<file path="src/hw/rtl/qrv_pkg.sv">
// ----------------------------------------------------------------------------
// qrv_pkg
// Shared types and widths for the quaternion vector rotation pipeline.
// ----------------------------------------------------------------------------
package qrv_pkg;

  localparam int DATA_W        = 16;
  localparam int PROD_W        = 2 * DATA_W;
  localparam int P_W           = PROD_W + 1;
  localparam int PQ_W          = P_W + DATA_W;
  localparam int R_W           = PQ_W + 2;
  localparam int QRV_FRAC_BITS = 15;

  typedef enum logic [1:0] {
    REG_QUAT_W = 2'd0,
    REG_QUAT_X = 2'd1,
    REG_QUAT_Y = 2'd2,
    REG_QUAT_Z = 2'd3
  } reg_index_t;

  typedef struct packed {
    logic signed [DATA_W-1:0] w;
    logic signed [DATA_W-1:0] x;
    logic signed [DATA_W-1:0] y;
    logic signed [DATA_W-1:0] z;
  } quat_t;

  typedef struct packed {
    logic signed [DATA_W-1:0] vec_x;
    logic signed [DATA_W-1:0] vec_y;
    logic signed [DATA_W-1:0] vec_z;
  } vec_t;

  typedef struct packed {
    logic signed [DATA_W-1:0] rot_x;
    logic signed [DATA_W-1:0] rot_y;
    logic signed [DATA_W-1:0] rot_z;
    logic                     clipped;
  } rot_t;

  // first Hamilton product q * (0, v)
  typedef struct packed {
    logic signed [P_W-1:0] w;
    logic signed [P_W-1:0] x;
    logic signed [P_W-1:0] y;
    logic signed [P_W-1:0] z;
  } pquat_t;

  // vector part of p * conj(q), scaled by 2^(2*FRAC_BITS)
  typedef struct packed {
    logic signed [R_W-1:0] x;
    logic signed [R_W-1:0] y;
    logic signed [R_W-1:0] z;
  } rvec_t;

endpackage

</file>
<file path="src/hw/rtl/qrv_round.sv">
// ----------------------------------------------------------------------------
// qrv_round
// Round to nearest (ties up), drop 2*FRAC_BITS fraction bits, saturate to
// 16 bits and register the result with its strobe.
// ----------------------------------------------------------------------------
module qrv_round #(
  parameter int FRAC_BITS = qrv_pkg::QRV_FRAC_BITS
) (
  input  logic           clk,
  input  logic           rst,
  input  logic           r_valid,
  input  qrv_pkg::rvec_t r,
  output logic           done,
  output qrv_pkg::rot_t  result
);
  import qrv_pkg::*;

  localparam int SHIFT = 2 * FRAC_BITS;
  localparam int ACC_W = (SHIFT + 2 > R_W + 1) ? SHIFT + 2 : R_W + 1;
  localparam logic signed [ACC_W-1:0] RND  = ACC_W'(1) << (SHIFT - 1);
  localparam logic signed [ACC_W-1:0] MAXV = ACC_W'(32767);
  localparam logic signed [ACC_W-1:0] MINV = -ACC_W'(32768);

  // returns {saturated, value}
  function automatic logic [DATA_W:0] finish(input logic signed [R_W-1:0] s);
    logic signed [ACC_W-1:0] acc;
    logic signed [ACC_W-1:0] qv;
    logic [DATA_W:0]         res;
    acc = ACC_W'(s) + RND;
    qv  = acc >>> SHIFT;
    if (qv > MAXV) begin
      res = {1'b1, MAXV[DATA_W-1:0]};
    end else if (qv < MINV) begin
      res = {1'b1, MINV[DATA_W-1:0]};
    end else begin
      res = {1'b0, qv[DATA_W-1:0]};
    end
    return res;
  endfunction

  logic [DATA_W:0] fx;
  logic [DATA_W:0] fy;
  logic [DATA_W:0] fz;
  rot_t            result_next;

  always_comb begin
    fx = finish(r.x);
    fy = finish(r.y);
    fz = finish(r.z);
    result_next.rot_x   = fx[DATA_W-1:0];
    result_next.rot_y   = fy[DATA_W-1:0];
    result_next.rot_z   = fz[DATA_W-1:0];
    result_next.clipped = fx[DATA_W] | fy[DATA_W] | fz[DATA_W];
  end

  always_ff @(posedge clk) begin
    if (rst) begin
      done <= 1'b0;
    end else begin
      done <= r_valid;
    end
  end

  always_ff @(posedge clk) begin
    result <= result_next;
  end

endmodule

</file>
<file path="config.mk">
export PLATFORM = sky130hd
export DESIGN_NAME = qrv_round
export DESIGN_NICKNAME = d
export VERILOG_FILES = /design/src/hw/rtl/qrv_pkg.sv /design/src/hw/rtl/qrv_round.sv
export SDC_FILE = /design/constraint.sdc
export NUM_CORES = 1
export LEC_CHECK = 0
export ABC_CLOCK_PERIOD_IN_PS = 3550
export BUFFER_PORTS_ARGS = -buffer_cell sky130_fd_sc_hd__buf_2
export CORE_MARGIN = 3
export CORE_UTILIZATION = 45
export CTS_CLUSTER_SIZE = 20
export DETAILED_ROUTE_END_ITERATION = 7
export PLACE_DENSITY = 0.87
export SYNTH_ARGS = -nofsm -noshare
export SYNTH_HDL_FRONTEND = slang
export SYNTH_SLANG_ARGS = --single-unit
</file>
<file path="constraint.sdc">
create_clock -name clk -period 3.55 [get_ports clk]
set_input_delay 0.355 -clock clk [delete_from_list [all_inputs] [get_ports clk]]
set_output_delay 0.355 -clock clk [all_outputs]
set_load 0.03 [all_outputs]
</file>
==> metrics.md <==
| Metric | Value |
|---|---|
| Max cap viols | 0 |
| Final core occ | 0.594 |
| Cell Count, Final, Fillers Out | 529 |
| Initial antenna violation count | 0 |
| Post-layout min period | 2540 ps |
| Top cells by area, synth | dfxtp_1, xor2_1, o21ai_0 |
| Vias in the first global route | ~2800 |
| Largest area contributor in the netlist | dfxtp_1 |
| WS Path Type | in -> reg |
| RSZ-0062 raised after global routing | false |
| Mean Syn Cell Area | 8.57 µm² |
| DRC viols | 0 |
| Crit start category | primary input |
| Initial Utilization | 0.476 |
| Commonest non-fill, non-tap cells in the layout | buf_2, dfxtp_1, o21ai_0 |
| Global-route wire length before repair | roughly 12000 µm |
| Hold_sp | rst |
| CP Capture Type | flop |
| # fillers | between 500 and 600 |
| Leak pwr | ~1.5 nW |
| GP Congestion | about 0.91 |
| Fraction of layout cells with a size suffix above 1 | 0.330 |
| Power per Cell Area | 353 nW/µm² |
| Setup TNS | 0 ps |
| P&R area growth vs syn | 24.6% |
| TritonCTS buffer count | 5 |
| Ant. Diodes | 0 |
| Worst slew margin | 0.495 |
| Post-CTS setup repair buffer count | 0 |
| Number of I/O port buffers | ~120 |
| Grt total ovfl | 0 |
| Die width | between 80 and 90 µm |
| Register area share after synthesis | 0.345 |
| DP Area | 3520 µm² |
| Post-CTS Resized | 0 |
| # H-tree levels | 2 |
| Status | finished, final reports clean |
| Highest metal used | met4 |
| Mapped Area | between 2000 and 3000 µm² |
| Syn nets | 498 |
| Most common cell after layout, fill and taps aside | buf_2 |
| Synth Register Bits | 50 |
| Final worst path period share | 0.715 |
| Vias | approximately 3000 |
| Hold Path Class | in -> reg |
| Synth warn | 0 |
| DRT antenna net count | 0 |
| Post-synth EDFFs | 0 |
| Final WL | around 7500 µm |
| WL met3 | roughly 700 µm |
| DR iter-0 viols | ~150 |
| Hold_buf cts | 0 |
| First-pass DRT Iterations | 4 |
| Placed Cells | roughly 520 |
| Cells after Synth | 339 |
| Floorplan row count | 28 |
| VDD IR max | roughly 0.23 mV |
| Setup violation total in the final timing report | 0 |
| Least-Margin Pin Slew | approximately 760 ps |
| CTS root buf | clkbuf_8 |
| Top_reg_cell synth | dfxtp_1 |
| Avg WL per Cell | between 10 and 15 µm |
| Hold depth | 2 |
| Largest net degree at the start of global routing | 18 |
| Core Area | 6100 µm² |
| Peak Freq | between 300 and 400 MHz |
| Die Height | about 86 µm |
| Max-slew violations | 0 |
| Reg clk slew, reported paths | around 100 ps |
| Max clock buf depth | 2 |
| Total clock sinks | 50 |
| DP HPWL | between 5000 and 6000 µm |
| Hold EP | done$_SDFF_PP0_ |
| Nets@finish | slightly above 600 |
| Gr usage total | 0.198 |
| CTS tree | yes |
| Final hold vios | 0 |
| Final Instance Area | around 3600 µm² |
| CP arrival | about 2700 ps |
| Yosys cell types | 54 |
| Ports | between 200 and 250 |
| Share of the synthesized area in the top cell type | 0.345 |
| Worst Path Max Fanout | 16 |
| Metal2 WL | approximately 3600 µm |
| Full die area | between 7000 and 8000 µm² |
| Worst setup path start | r[131] |
| WL met1 | between 3000 and 4000 µm |
| CP Data Required Time | 3720 ps |
| Async set-reset flop share out of synthesis | 0 |
| Via/cell ratio | between 5 and 6 |
-- per-layer routing --
layer,vias up,global-route usage
met5,-,0
met4,0,0.0552
met3,9,0.0542
met2,155,0.344
met1,1383,0.239
li1,1473,-
-- worst max-delay path, cell delays in order --
cell,delay [ps]
buf_2,130
ha_1,280
nand4_4,190
a2111oi_0,430
o211ai_1,170
o21a_1,140
o31a_1,540
a211oi_1,350
nand3_1,120
-- cells in the mapped netlist, drive strengths merged, types with 2 or more instances --
| master | n |
|---|---|
| dfxtp | 50 |
| o21ai | 44 |
| nand3 | 29 |
| xor2 | 26 |
| nand2 | 22 |
| nand4 | 20 |
| xnor2 | 20 |
| nor2 | 16 |
| inv | 12 |
| a21oi | 10 |
| and2 | 8 |
| and3 | 7 |
| nor4 | 7 |
| clkbuf | 6 |
| nor3 | 6 |
| a31oi | 5 |
| and4 | 5 |
| buf | 5 |
| ha | 3 |
| o21a | 3 |
| or3 | 3 |
| a211oi | 2 |
| a311o | 2 |
| a31o | 2 |
| nand2b | 2 |
| nand3b | 2 |
| o211ai | 2 |
| o31ai | 2 |
| o41ai | 2 |
| or2 | 2 |
-- stage by stage --
stage	total power [W]	setup WS [ps]	hold WS (ps)
after floorplan	0.000813	1410	427
after global placement	0.000937	801	520
after detailed placement	0.000946	718	523
after CTS	0.00129	1050	196
after global routing	0.00134	886	206
final	0.00128	1010	199
-- registers in the layout, indices dropped and copies added, names as in the netlist --
signal	flops
result	49
done	1
-- worst max-delay path by stage --
stage                   endpoint  slack, ps  cells past startpoint
6_report       result[0]$_DFF_P_       1010                      9
5_1_grt        result[0]$_DFF_P_        890                      9
4_1_cts        result[0]$_DFF_P_       1050                      9
3_5_place_dp   result[0]$_DFF_P_        720                      9
3_3_place_gp   result[0]$_DFF_P_        800                      9
2_1_floorplan  result[0]$_DFF_P_       1410                      8
-- logic make-up (layout without fill, tap and decap cells) --
kind of cell / after synthesis / after routing / share of synthesized area
DFF: 50 / 50 / 0.345
and+or+nand+nor: 134 / 134 / 0.279
xor gates and xnor gates: 46 / 46 / 0.139
muxes: 1 / 1 / 0.00388
adders and majority gates: 3 / 3 / 0.0129
AOI/OAI and AO/OA: 82 / 82 / 0.184
buffers and inverters: 23 / 138 / 0.0375
-- final cells by class --
| type | instances | area, µm² | area share |
|---|---|---|---|
| clock inverter | 3 | 25.0 | 0.00692 |
| tap | 75 | 93.8 | 0.0259 |
| clock buffer | 5 | 68.8 | 0.0190 |
| timing repair buffer | 118 | 591 | 0.163 |
| inverter | 12 | 45.0 | 0.0124 |
| multi-input combinational | 266 | 1790 | 0.496 |
| sequential | 50 | 1000 | 0.277 |
-- where the power goes --
| part | switching (W) | total [W] | internal, W | leakage [nW] |
|---|---|---|---|---|
| sequential | 0.0000103 | 0.000612 | 0.000601 | 0.421 |
| clock | 0.000202 | 0.000344 | 0.000143 | 0.0447 |
| combinational | 0.000215 | 0.000322 | 0.000107 | 0.998 |
| total | 0.000428 | 0.00128 | 0.000851 | 1.46 |
Note: power is estimated with default switching activity, not from simulation.
